### config.mk
export PLATFORM = sky130hd
export DESIGN_NAME = led_packet_demux_framer_top
export DESIGN_NICKNAME = d
export VERILOG_FILES = /design/src/rtl/lpdf_pkg.sv /design/src/rtl/lpdf_fifo.sv /design/src/rtl/lpdf_front.sv /design/src/rtl/lpdf_back.sv /design/src/rtl/led_packet_demux_framer_top.sv
export SDC_FILE = /design/constraint.sdc
export NUM_CORES = 1
export LEC_CHECK = 0
export ABC_AREA = 1
export BUFFER_PORTS_ARGS = -buffer_cell sky130_fd_sc_hd__buf_2
export CAP_MARGIN = 20
export CELL_PAD_IN_SITES_DETAIL_PLACEMENT = 1
export CELL_PAD_IN_SITES_GLOBAL_PLACEMENT = 2
export CORE_ASPECT_RATIO = 1.2
export CORE_UTILIZATION = 35
export CTS_CLUSTER_SIZE = 20
export DETAILED_ROUTE_END_ITERATION = 6
export PLACE_DENSITY_LB_ADDON = 0.1
export SETUP_SLACK_MARGIN = 0.4
export SLEW_MARGIN = 25
export SYNTH_ARGS = -nofsm -noshare
export SYNTH_HDL_FRONTEND = slang
export SYNTH_SLANG_ARGS = --single-unit
### constraint.sdc
create_clock -name clk -period 5.4 [get_ports clk]
set_clock_uncertainty 0.05 [all_clocks]
set_input_delay 1.62 -clock clk [delete_from_list [all_inputs] [get_ports clk]]
set_output_delay 1.62 -clock clk [all_outputs]
set_load 0.005 [all_outputs]
### src/rtl/lpdf_pkg.sv
package lpdf_pkg;

  // Register indexes on the configuration port.
  localparam logic REG_BOARD_ID  = 1'b0;
  localparam logic REG_INTENSITY = 1'b1;

  // Result kinds.
  localparam logic KIND_SERIAL = 1'b0;
  localparam logic KIND_STRIP  = 1'b1;

  // Frame bytes and reset brightness.
  localparam logic [7:0] START_BYTE      = 8'h00;
  localparam logic [7:0] END_BYTE        = 8'hFF;
  localparam logic [7:0] INTENSITY_RESET = 8'hCC;

  // Division of a byte by three: (b * 171) >> 9 is exact for all 8-bit b.
  localparam logic [7:0] DIV3_MUL   = 8'd171;
  localparam int         DIV3_SHIFT = 9;

  // Byte position of the last color within a pixel.
  localparam logic [1:0] LAST_COLOR = 2'd2;

  // Output slots of one command, in emission order.
  localparam int SLOT_COUNT = 8;
  localparam int SLOT_INTEN = 3;
  localparam int SLOT_DATA  = 4;

  // Work handed from the parser to the output sequencer.
  typedef struct packed {
    logic       start_en;
    logic       inten_en;
    logic       data_en;
    logic       data_kind;
    logic       end_en;
    logic [7:0] inten_val;
    logic [7:0] data_val;
  } cmd_t;

  // One result item.
  typedef struct packed {
    logic       kind;
    logic [7:0] value;
    logic       last;
  } res_t;

endpackage

### src/rtl/lpdf_fifo.sv
module lpdf_fifo #(
  parameter int DATA_W = 8,
  parameter int DEPTH  = 2
) (
  input  logic              clk,
  input  logic              rst_n,
  input  logic              wr_en,
  input  logic [DATA_W-1:0] wr_data,
  output logic              full,
  input  logic              rd_en,
  output logic [DATA_W-1:0] rd_data,
  output logic              empty
);

  localparam int AW = (DEPTH > 1) ? $clog2(DEPTH) : 1;
  localparam int CW = $clog2(DEPTH + 1);
  localparam logic [AW-1:0] LAST_PTR = AW'(DEPTH - 1);
  localparam logic [CW-1:0] FULL_CNT = CW'(DEPTH);

  logic [DATA_W-1:0] mem_r [DEPTH];
  logic [AW-1:0]     wr_ptr_r, wr_ptr_nxt;
  logic [AW-1:0]     rd_ptr_r, rd_ptr_nxt;
  logic [CW-1:0]     cnt_r, cnt_nxt;
  logic              do_wr, do_rd;

  assign full    = (cnt_r == FULL_CNT);
  assign empty   = (cnt_r == '0);
  assign do_wr   = wr_en && !full;
  assign do_rd   = rd_en && !empty;
  assign rd_data = mem_r[rd_ptr_r];

  // Pointer and occupancy update.
  always_comb begin
    wr_ptr_nxt = wr_ptr_r;
    rd_ptr_nxt = rd_ptr_r;
    cnt_nxt    = cnt_r;
    if (do_wr) begin
      wr_ptr_nxt = (wr_ptr_r == LAST_PTR) ? '0 : wr_ptr_r + 1'b1;
    end
    if (do_rd) begin
      rd_ptr_nxt = (rd_ptr_r == LAST_PTR) ? '0 : rd_ptr_r + 1'b1;
    end
    if (do_wr && !do_rd) begin
      cnt_nxt = cnt_r + 1'b1;
    end else if (do_rd && !do_wr) begin
      cnt_nxt = cnt_r - 1'b1;
    end
  end

  always_ff @(posedge clk) begin
    if (!rst_n) begin
      wr_ptr_r <= '0;
      rd_ptr_r <= '0;
      cnt_r    <= '0;
    end else begin
      wr_ptr_r <= wr_ptr_nxt;
      rd_ptr_r <= rd_ptr_nxt;
      cnt_r    <= cnt_nxt;
    end
  end

  // Storage needs no reset.
  always_ff @(posedge clk) begin
    if (do_wr) begin
      mem_r[wr_ptr_r] <= wr_data;
    end
  end

endmodule

### src/rtl/lpdf_front.sv
module lpdf_front
  import lpdf_pkg::*;
(
  input  logic       clk,
  input  logic       rst_n,
  input  logic       accept,
  input  logic [7:0] rx_byte,
  input  logic [7:0] own_board_id,
  input  logic [7:0] intensity,
  output logic       cmd_push,
  output cmd_t       cmd
);

  typedef enum logic [3:0] {
    PH_ID   = 4'b0001,
    PH_SEL  = 4'b0010,
    PH_LEN  = 4'b0100,
    PH_DATA = 4'b1000
  } phase_t;

  phase_t      phase_r, phase_nxt;
  logic        for_us_r, for_us_nxt;
  logic [6:0]  pix_left_r, pix_left_nxt;
  logic [1:0]  color_r, color_nxt;
  logic [15:0] prod;
  logic [6:0]  pix_count;

  // Pixel count is the length byte divided by three.
  assign prod      = 16'(rx_byte) * 16'(DIV3_MUL);
  assign pix_count = prod[DIV3_SHIFT +: 7];

  // Parser: classify the byte and build the command for the sequencer.
  always_comb begin
    phase_nxt    = phase_r;
    for_us_nxt   = for_us_r;
    pix_left_nxt = pix_left_r;
    color_nxt    = color_r;
    cmd          = '0;
    cmd.inten_val = intensity;
    cmd.data_val  = rx_byte;
    cmd.data_kind = KIND_SERIAL;
    unique case (phase_r)
      PH_ID: begin
        for_us_nxt = (rx_byte == own_board_id);
        phase_nxt  = PH_SEL;
      end
      PH_SEL: begin
        cmd.data_en   = 1'b1;
        cmd.data_kind = KIND_STRIP;
        phase_nxt     = PH_LEN;
      end
      PH_LEN: begin
        pix_left_nxt = pix_count;
        color_nxt    = '0;
        cmd.start_en = for_us_r;
        if (pix_count == '0) begin
          cmd.end_en = for_us_r;
          phase_nxt  = PH_ID;
        end else begin
          phase_nxt = PH_DATA;
        end
      end
      PH_DATA: begin
        cmd.inten_en = for_us_r && (color_r == '0);
        cmd.data_en  = for_us_r;
        if (color_r >= LAST_COLOR) begin
          color_nxt    = '0;
          pix_left_nxt = pix_left_r - 1'b1;
          if (pix_left_r == 7'd1) begin
            cmd.end_en = for_us_r;
            phase_nxt  = PH_ID;
          end
        end else begin
          color_nxt = color_r + 1'b1;
        end
      end
      default: begin
        phase_nxt = PH_ID;
      end
    endcase
  end

  // Only commands that produce output go into the queue.
  assign cmd_push = accept && (cmd.start_en || cmd.inten_en || cmd.data_en || cmd.end_en);

  always_ff @(posedge clk) begin
    if (!rst_n) begin
      phase_r    <= PH_ID;
      for_us_r   <= 1'b0;
      pix_left_r <= '0;
      color_r    <= '0;
    end else if (accept) begin
      phase_r    <= phase_nxt;
      for_us_r   <= for_us_nxt;
      pix_left_r <= pix_left_nxt;
      color_r    <= color_nxt;
    end
  end

endmodule

### src/rtl/lpdf_back.sv
module lpdf_back
  import lpdf_pkg::*;
(
  input  logic clk,
  input  logic rst_n,
  input  logic cmd_empty,
  input  cmd_t cmd_in,
  output logic cmd_pop,
  input  logic res_full,
  output logic res_push,
  output res_t res
);

  logic [SLOT_COUNT-1:0] rem_r, rem_nxt;
  logic [SLOT_COUNT-1:0] low;
  logic [SLOT_COUNT-1:0] rem_after;
  logic [SLOT_COUNT-1:0] load_mask;
  cmd_t                  cur_r;
  logic                  load;

  // Slots still to emit for the incoming command: start frame, intensity,
  // data byte, end frame.
  assign load_mask = {{3{cmd_in.end_en}}, cmd_in.data_en, cmd_in.inten_en,
                      {3{cmd_in.start_en}}};

  // The lowest pending slot is emitted next.
  assign low       = rem_r & (~rem_r + 1'b1);
  assign rem_after = rem_r & ~low;
  assign res_push  = (rem_r != '0) && !res_full;

  // Take the next command once the current one is finished or finishing.
  assign load    = !cmd_empty && ((rem_r == '0) || (res_push && (rem_after == '0)));
  assign cmd_pop = load;

  // Result byte for the current slot.
  always_comb begin
    res.kind  = KIND_SERIAL;
    res.last  = (rem_after == '0);
    if (low[SLOT_INTEN]) begin
      res.value = cur_r.inten_val;
    end else if (low[SLOT_DATA]) begin
      res.value = cur_r.data_val;
      res.kind  = cur_r.data_kind;
    end else if (|low[2:0]) begin
      res.value = START_BYTE;
    end else begin
      res.value = END_BYTE;
    end
  end

  always_comb begin
    rem_nxt = rem_r;
    if (load) begin
      rem_nxt = load_mask;
    end else if (res_push) begin
      rem_nxt = rem_after;
    end
  end

  always_ff @(posedge clk) begin
    if (!rst_n) begin
      rem_r <= '0;
    end else begin
      rem_r <= rem_nxt;
    end
  end

  always_ff @(posedge clk) begin
    if (load) begin
      cur_r <= cmd_in;
    end
  end

endmodule

### src/rtl/led_packet_demux_framer_top.sv
// LED packet framer. Bytes of the packet stream enter through the push/full
// port, one per cycle while the command queue has room. A parser classifies
// each byte (board id, strip select, length, pixel payload) and queues a
// command; a sequencer behind the queue expands it into result items, one
// item per cycle while there is room into a small output queue read through
// empty/pop. The sequencer's single output per cycle sets the sustained rate:
// a matched pixel byte that opens a pixel yields two items and other bytes
// one, a matched length byte yields three items for each frame it emits, and
// the closing pixel byte of a matched packet three more for its end frame.
// Each result passes the command queue, the sequencer's registers and
// the output queue. Registers: board id at address 0 (reset 0), intensity
// at address 4 (reset 0xCC); write them only while the block is idle.
module led_packet_demux_framer_top
  import lpdf_pkg::*;
#(
  parameter int CMD_DEPTH = 2,
  parameter int OUT_DEPTH = 2
) (
  input  logic        clk,
  input  logic        rst_n,
  input  logic        push,
  output logic        full,
  input  logic [7:0]  in_rx_byte,
  output logic        empty,
  input  logic        pop,
  output logic        out_kind,
  output logic [7:0]  out_value,
  output logic        out_last,
  input  logic        psel,
  input  logic        penable,
  input  logic        pwrite,
  input  logic [2:0]  paddr,
  input  logic [31:0] pwdata,
  output logic [31:0] prdata,
  output logic        pready
);

  logic [7:0] own_board_id_r;
  logic [7:0] intensity_r;
  logic       cfg_wr;
  logic       accept;
  logic       cmd_push;
  cmd_t       cmd_wr;
  cmd_t       cmd_rd;
  logic       cmd_empty;
  logic       cmd_pop;
  logic       res_full;
  logic       res_push;
  res_t       res_wr;
  res_t       res_rd;

  // Configuration registers.
  assign pready = 1'b1;
  assign cfg_wr = psel && penable && pwrite;

  always_ff @(posedge clk) begin
    if (!rst_n) begin
      own_board_id_r <= '0;
      intensity_r    <= INTENSITY_RESET;
    end else if (cfg_wr) begin
      case (paddr[2])
        REG_BOARD_ID:  own_board_id_r <= pwdata[7:0];
        REG_INTENSITY: intensity_r    <= pwdata[7:0];
        default:       ;
      endcase
    end
  end

  always_comb begin
    case (paddr[2])
      REG_BOARD_ID:  prdata = {24'd0, own_board_id_r};
      REG_INTENSITY: prdata = {24'd0, intensity_r};
      default:       prdata = '0;
    endcase
  end

  // Input transfer: the parser is ready while the command queue has room.
  assign accept = push && !full;

  lpdf_front u_front (
    .clk          (clk),
    .rst_n        (rst_n),
    .accept       (accept),
    .rx_byte      (in_rx_byte),
    .own_board_id (own_board_id_r),
    .intensity    (intensity_r),
    .cmd_push     (cmd_push),
    .cmd          (cmd_wr)
  );

  // Command queue between parser and sequencer.
  lpdf_fifo #(
    .DATA_W ($bits(cmd_t)),
    .DEPTH  (CMD_DEPTH)
  ) u_cmd_q (
    .clk     (clk),
    .rst_n   (rst_n),
    .wr_en   (cmd_push),
    .wr_data (cmd_wr),
    .full    (full),
    .rd_en   (cmd_pop),
    .rd_data (cmd_rd),
    .empty   (cmd_empty)
  );

  lpdf_back u_back (
    .clk       (clk),
    .rst_n     (rst_n),
    .cmd_empty (cmd_empty),
    .cmd_in    (cmd_rd),
    .cmd_pop   (cmd_pop),
    .res_full  (res_full),
    .res_push  (res_push),
    .res       (res_wr)
  );

  // Output queue holding finished results until their transfer.
  lpdf_fifo #(
    .DATA_W ($bits(res_t)),
    .DEPTH  (OUT_DEPTH)
  ) u_out_q (
    .clk     (clk),
    .rst_n   (rst_n),
    .wr_en   (res_push),
    .wr_data (res_wr),
    .full    (res_full),
    .rd_en   (pop),
    .rd_data (res_rd),
    .empty   (empty)
  );

  assign out_kind  = res_rd.kind;
  assign out_value = res_rd.value;
  assign out_last  = res_rd.last;

endmodule

==> run_results.csv, run 1 <==
group,metric,value,unit
cts,root_buffer,"clkbuf_16",
synthesis,synth_top_area_share,34.3,%
worst_setup_path,worst_ep_required_time,5520,ps
drt,routedWlPerCell,14.1,µm
sta,hold_violations,0,
grt,grt_overflow,0,
outcome,status,"finished clean",
power_and_ir_drop,leakage,3.59,nW
synthesis,yosys_warnings,0,
die,fp-row-count,55,
cts,insertion_delay,420,ps
synthesis,async_reset_ff_share,0,%
synthesis,synth_area,6920,µm²
cells_and_area,fillers,2300,
grt,grt_max_degree,30,
cells_and_area,final_common_cell,"nand2_1",
worst_setup_path,crit_fanout,3,
grt,grt_antenna_before_repair,0,
cts,cts-htree-levels,4,
cells_and_area,syn2layout_area_growth,15.5,%
placement,dp_cells,1075,
placement,place_hpwl,12400,µm
synthesis,ys_seq_elements,127,
drt,drtIter0Drc,141,
cells_and_area,drive_gt1_share,14.5,%
worst_setup_path,end_kind,"flop",
grt,grt.total_usage,16.6,%
synthesis,yosys-top-cells-area,"edfxtp_1 34%, dfxtp_1 14%, nand2_1 11%, ha_1 8.1%, inv_1 4.4%",
cts,cts_tree,"yes",
hold_path,hold_path_class,"reg2reg",
cells_and_area,final-seq-area,3330,µm²
grt,grt_pass1_wl,25800,µm
sta,worstMarginPinSlew,838,ps
synthesis,synth_edf_count,79,
cts,clk_path_buf_depth,2,
drt,firstDrtPassIters,4,
drt,ant_nets,0,
sta,holdWs,424,ps
die,die-area,20300,µm²
worst_setup_path,worst_ep_arrival_time,4980,ps
cells_and_area,nets,945,
die,coreArea,19100,µm²
drt,dr_total_vias,5147,
cells_and_area,diodes,0,
synthesis,yosysSeqAreaShare,48.2,%
cells_and_area,mostFrequentLayoutCells,"203 x nand2_1, 82 x inv_1, 79 x edfxtp_1",
sta,relSlewSlack,43.9,%
power_and_ir_drop,vdd_ir_drop_max,0.000256,V
worst_setup_path,start_kind,"input port",
drt,drt_wl_total,15600,µm
grt,grt_pass1_vias,5449,
synthesis,syn_inst,780,
worst_setup_path,crit_type,"in2reg",
drt,drc,0,
cts,numCtsBuffers,17,
cts,postCtsHoldBufs,0,
cells_and_area,multi_input_area,3110,µm²
sta,setup-violations-final,0,
sta,rsz0062_at_grt,"false",
synthesis,synth_ff_type,"edfxtp_1",
cells_and_area,finalNonFillerCells,1107,
placement,portBuffers,43,
synthesis,yosysUniqueCellTypes,43,
placement,gp_congestion,0.807,
die,ios,95,
synthesis,syn_area_per_cell,8.87,µm²
sta,post-route-period-util,90.1,%
job,drv_cap,0,
cts,cts.sinks,127,
sta,period_minus_slack,4860,ps
die,die_w,130,µm
power_and_ir_drop,powerDensity,513,nW/µm²
die,die_h,156,µm
drt,viasPerCell,4.65,
sta,fmax,206,MHz
sta,drv_slew,0,
die,start_util,36.2,%
cts,path_clk_slew,60,ps
synthesis,synth_area_leader_cell,"edfxtp_1",
==> routing by layer <==
metal  GRT usage, %  up-vias  wire length, µm
met2           32.4       43             8720
met1           17.1     2465             6360
met4           6.02        0              272
li1               -     2628                -
met3           3.22       11              285
met5              0        -                0
==> kinds of logic (layout without fill, tap and decap cells) <==
group	Yosys count	in the layout	share of synthesized area, %
DFF	127	127	48.2
muxes	11	11	1.77
xor gates and xnor gates	14	14	1.77
adders and majority gates	57	57	11.6
other	2	25	0.109
and+or+nand+nor	359	359	21.5
AOI/OAI and AO/OA	79	79	6.40
buffers and inverters	131	179	8.64
==> what timing repair did <==
item                       4_1_cts  5_1_grt
setup endpoints to repair        0        4
setup buffers                    0        0
gates resized for setup          0        7
==> area by class of cell <==
class,count,share of cell area (%)
Multi-Input combinational cell,545,39.0
Timing Repair Buffer,55,3.82
Inverter,92,4.32
Clock buffer,17,5.32
Sequential cell,127,41.7
Tap cell,256,4.01
Clock inverter,15,1.85
==> power by group <==
group          leakage, nW  switching, mW  internal (mW)
clock                0.280          0.468          0.613
combinational         2.20          0.996          0.512
sequential            1.11          0.128           1.38
==> sequential cells by signal, indices dropped and copies added, names as in the netlist, 2 cells and up, named ones only <==
register and flops:
u_back.rem_r 8, u_back.cur_r 17, u_out_q.cnt_r 2, u_out_q.mem_r 20, intensity_r 8, u_front.phase_r 4, u_cmd_q.mem_r 42, own_board_id_r 8
u_front.pix_left_r 7, u_cmd_q.cnt_r 2, u_front.color_r 2
==> synthesized netlist by cell type (all sizes together) (12+ instances only) <==
master  count
nand2     205
inv        90
nor2       83
edfxtp     79
dfxtp      48
ha         45
o21ai      37
a21oi      35
nand3      35
buf        32
nor3       21
fa         12
==> through the flow <==
step	setup TNS [ps]	worst slack, ps	total power [mW]	util, %	instance area (µm²)
6_report	0	536	4.09	41.8	7990
3_5_place_dp	-29.5	-14.7	3.04	38.6	7380
5_1_grt	0	380	4.43	41.8	7990
2_1_floorplan	0	558	2.58	-	7010
3_3_place_gp	0	33.0	2.97	38.6	7380
4_1_cts	0	424	4.14	41.6	7950
==> worst max-delay path, stage by stage <==
cell and delay (ps):
buf_2 110, ha_1 320, fa_1 520, fa_1 460, fa_1 550, ha_4 300, nand2_1 90, nor2_2 150
and2_1 130, nand2_1 70, nand3_1 80, nand2_1 50, nand2_1 110, nand2_1 80, nor2_2 150, nand3_1 90
o41ai_1 100
==> final timing paths <==
path / startpoint / end / slack, ps / depth (start not counted)
min reg2reg: u_front.pix_left_r[5] / u_front.pix_left_r[5] / 420 / 2
max: in_rx_byte[1] / u_cmd_q.mem_r[0][16] / 540 / 17
min: u_front.pix_left_r[5] / u_front.pix_left_r[5] / 420 / 2
max reg2reg: u_back.rem_r[3] / u_cmd_q.cnt_r[1] / 2570 / 12
(Power assumes the default switching activity.)
==> inputs of run 2 (changes only) <==
--- a/config.mk
+++ b/config.mk
@@ -5,13 +5,12 @@
 export SDC_FILE = /design/constraint.sdc
 export NUM_CORES = 1
 export LEC_CHECK = 0
-export ABC_AREA = 1
 export BUFFER_PORTS_ARGS = -buffer_cell sky130_fd_sc_hd__buf_2
 export CAP_MARGIN = 20
 export CELL_PAD_IN_SITES_DETAIL_PLACEMENT = 1
 export CELL_PAD_IN_SITES_GLOBAL_PLACEMENT = 2
 export CORE_ASPECT_RATIO = 1.2
-export CORE_UTILIZATION = 35
+export CORE_UTILIZATION = 38
 export CTS_CLUSTER_SIZE = 20
 export DETAILED_ROUTE_END_ITERATION = 6
 export PLACE_DENSITY_LB_ADDON = 0.1
==> run 2 against run 1 <==
Against the previous run:
- global-route usage rose by 0.48 points
- via count fell by 12%
- sequential power fell by 5%
- critical endpoint is now u_cmd_q.mem_r[1][16]
==> run_results.csv, run 2 <==
group,metric,value,unit
sta,hold_violations,0,
synthesis,synth_ff_type,"edfxtp_1",
cells_and_area,fillers,1827,
synthesis,synth_common_cells,"79 x edfxtp_1, 56 x nand2_1, 48 x dfxtp_1",
cells_and_area,syn2layout_area_growth,21.4,%
synthesis,synth_edf_count,79,
worst_setup_path,end_kind,"flop",
cells_and_area,top_regs,"u_cmd_q.mem_r (42), u_out_q.mem_r (20), u_back.cur_r (17)",
cts,path_clk_slew,60,ps
cells_and_area,diodes,0,
synthesis,async_reset_ff_share,0,%
hold_path,hold_path_class,"reg2reg",
worst_setup_path,rrSetupSlack,2510,ps
worst_setup_path,crit_fanout,7,
die,die-area,18300,µm²
die,ios,95,
sta,holdWs,428,ps
cells_and_area,final_common_cell,"edfxtp_1",
drt,firstDrtPassIters,4,
cts,root_buffer,"clkbuf_16",
synthesis,ys_seq_elements,127,
die,fp-row-count,52,
worst_setup_path,crit_type,"in2reg",
cts,cts_tree,"yes",
drt,drc,0,
placement,gp_congestion,0.786,
power_and_ir_drop,p_comb_share,32.9,%
synthesis,yosysSeqAreaShare,49.5,%
synthesis,syn_inst,597,
synthesis,synth_area_leader_cell,"edfxtp_1",
grt,grt_pass1_vias,4781,
placement,place_hpwl,10800,µm
cells_and_area,drive_gt1_share,25.1,%
drt,routedWlPerCell,16.1,µm
die,die_w,124,µm
sta,post-route-period-util,91.4,%
drt,drtIter0Drc,179,
synthesis,synth_area,6740,µm²
sta,layout_setup_ws,464,ps
outcome,status,"finished clean",
grt,grt_max_degree,51,
power_and_ir_drop,p_sw,1.26,mW
drt,drt_wl_total,14400,µm
sta,relSlewSlack,38.2,%
power_and_ir_drop,share_seq_of_total_power,34.7,%
sta,drv_slew,0,
sta,setup-violations-final,0,
placement,dp_slack,-211,ps
synthesis,synth_top_area_share,35.2,%
cts,numCtsBuffers,17,
cells_and_area,multi_input_area,3330,µm²
placement,portBuffers,43,
cells_and_area,nets,775,
cells_and_area,post-route-util,47.8,%
cells_and_area,final-seq-area,3330,µm²
drt,dr_total_vias,4542,
die,die_h,148,µm
synthesis,yosys-top-cells-area,"edfxtp_1 35%, dfxtp_1 14%, ha_1 8.4%, mux2_2 6.4%, fa_1 3.6%",
drt,ant_nets,0,
sta,period_minus_slack,4940,ps
cells_and_area,largest-register,"u_cmd_q.mem_r",
die,coreArea,17100,µm²
power_and_ir_drop,swShare,30.8,%
grt,grt_pass1_wl,23600,µm
die,start_util,39.4,%
sta,fmax,203,MHz
power_and_ir_drop,p_int,2.85,mW
cells_and_area,largest_reg_flops,42,
grt,grt_overflow,0,
grt,grt_antenna_before_repair,0,
cts,postCtsHoldBufs,0,
sta,rsz0062_at_grt,"true",
synthesis,yosys_warnings,0,
power_and_ir_drop,vdd_ir_drop_max,0.000266,V
worst_setup_path,worst_ep_required_time,5520,ps
cts,cts-htree-levels,4,
synthesis,yosysUniqueCellTypes,58,
grt,grt.total_usage,17.1,%
drt,viasPerCell,5.06,
cells_and_area,mostFrequentLayoutCells,"79 x edfxtp_1, 55 x nand2_1, 47 x dfxtp_1",
synthesis,syn_area_per_cell,11.3,µm²
job,drv_cap,0,
synthesis,yosysMostFrequentCell,"edfxtp_1",
cts,insertion_delay,420,ps
cts,clk_path_buf_depth,2,
sta,worstMarginPinSlew,925,ps
power_and_ir_drop,powerDensity,502,nW/µm²
worst_setup_path,start_kind,"input port",
cts,cts.sinks,127,
worst_setup_path,worst_ep_arrival_time,5050,ps
power_and_ir_drop,clkPwrFrac,32.4,%
sta,tns,0,ps
power_and_ir_drop,leakage,3.19,nW
[run 2: cell families (layout without fill, tap and decap cells)]
kind of cell / after synthesis / count (layout) / synth area share [%]
AO/OA/AOI/OAI: 110 / 110 / 10.8
XOR/XNOR: 19 / 19 / 2.47
adder cells (fa/ha/maj): 59 / 59 / 12.3
buffers and inverters: 71 / 132 / 5.40
flip-flops: 127 / 127 / 49.5
multiplexers: 43 / 43 / 7.09
other: 2 / 25 / 0.111
AND/OR/NAND/NOR: 166 / 166 / 12.4
[run 2: what timing repair did]
item                       in CTS  in global routing
gates resized for setup        16                  7
gates cloned                    0                  0
setup endpoints to repair       6                  5
pin swaps                      16                  6
buffers inserted                6                  2
[run 2: final timing paths]
path / from / endpoint / cells past startpoint
worst max register to register: u_front.phase_r[3] / u_cmd_q.mem_r[0][17] / 5
worst min-delay path: intensity_r[3] / u_cmd_q.mem_r[0][11] / 0
worst max-delay path: in_rx_byte[2] / u_cmd_q.mem_r[1][16] / 15
worst min register to register: intensity_r[3] / u_cmd_q.mem_r[0][11] / 0
[run 2: area by class of cell]
| cell class | count | share of cell area (%) |
|---|---|---|
| well taps | 216 | 3.30 |
| repair buffers | 71 | 5.49 |
| clock buffers | 17 | 5.20 |
| inverters | 29 | 1.33 |
| flip-flops and latches | 127 | 40.7 |
| multi-input cells | 422 | 40.7 |
| clock inverters | 15 | 3.26 |
[run 2: critical path: stages]
cell and delay, ps:
buf_2 130, ha_4 170, fa_1 550, fa_1 450, fa_2 580, ha_4 150
a21oi_4 70, buf_4 140, a31oi_4 170, o31ai_4 90, buf_6 140, o21ai_0 170
o211a_1 270, inv_1 80, a31o_2 260
[run 2: per-stage QoR]
stage | total power [mW] | instances | area, µm²
6_report | 4.11 | 897 | 8180
5_1_grt | 4.36 | 897 | 8180
4_1_cts | 4.12 | 894 | 8100
3_5_place_dp | 2.69 | 856 | 7280
3_3_place_gp | 2.64 | 856 | 7270
2_1_floorplan | 2.32 | 620 | 6900
[run 2: power by group through the flow]
stage                     clock [mW]  combinational, mW  sequential [mW]
after global placement             0               1.21             1.44
final                           1.33               1.35             1.43
after global routing            1.39               1.52             1.45
after detailed placement           0               1.24             1.45
after CTS                       1.36               1.34             1.43
after floorplan                    0              0.937             1.38
[run 2: layer usage]
| layer | vias to the layer above | part of all wire (%) | GRT usage [%] |
|---|---|---|---|
| met3 | 23 | 2.1 | 3.55 |
| met4 | 0 | 1.7 | 6.33 |
| li1 | 2252 | - | - |
| met2 | 50 | 54 | 30.9 |
| met5 | - | 0 | 0 |
| met1 | 2217 | 42 | 19.3 |
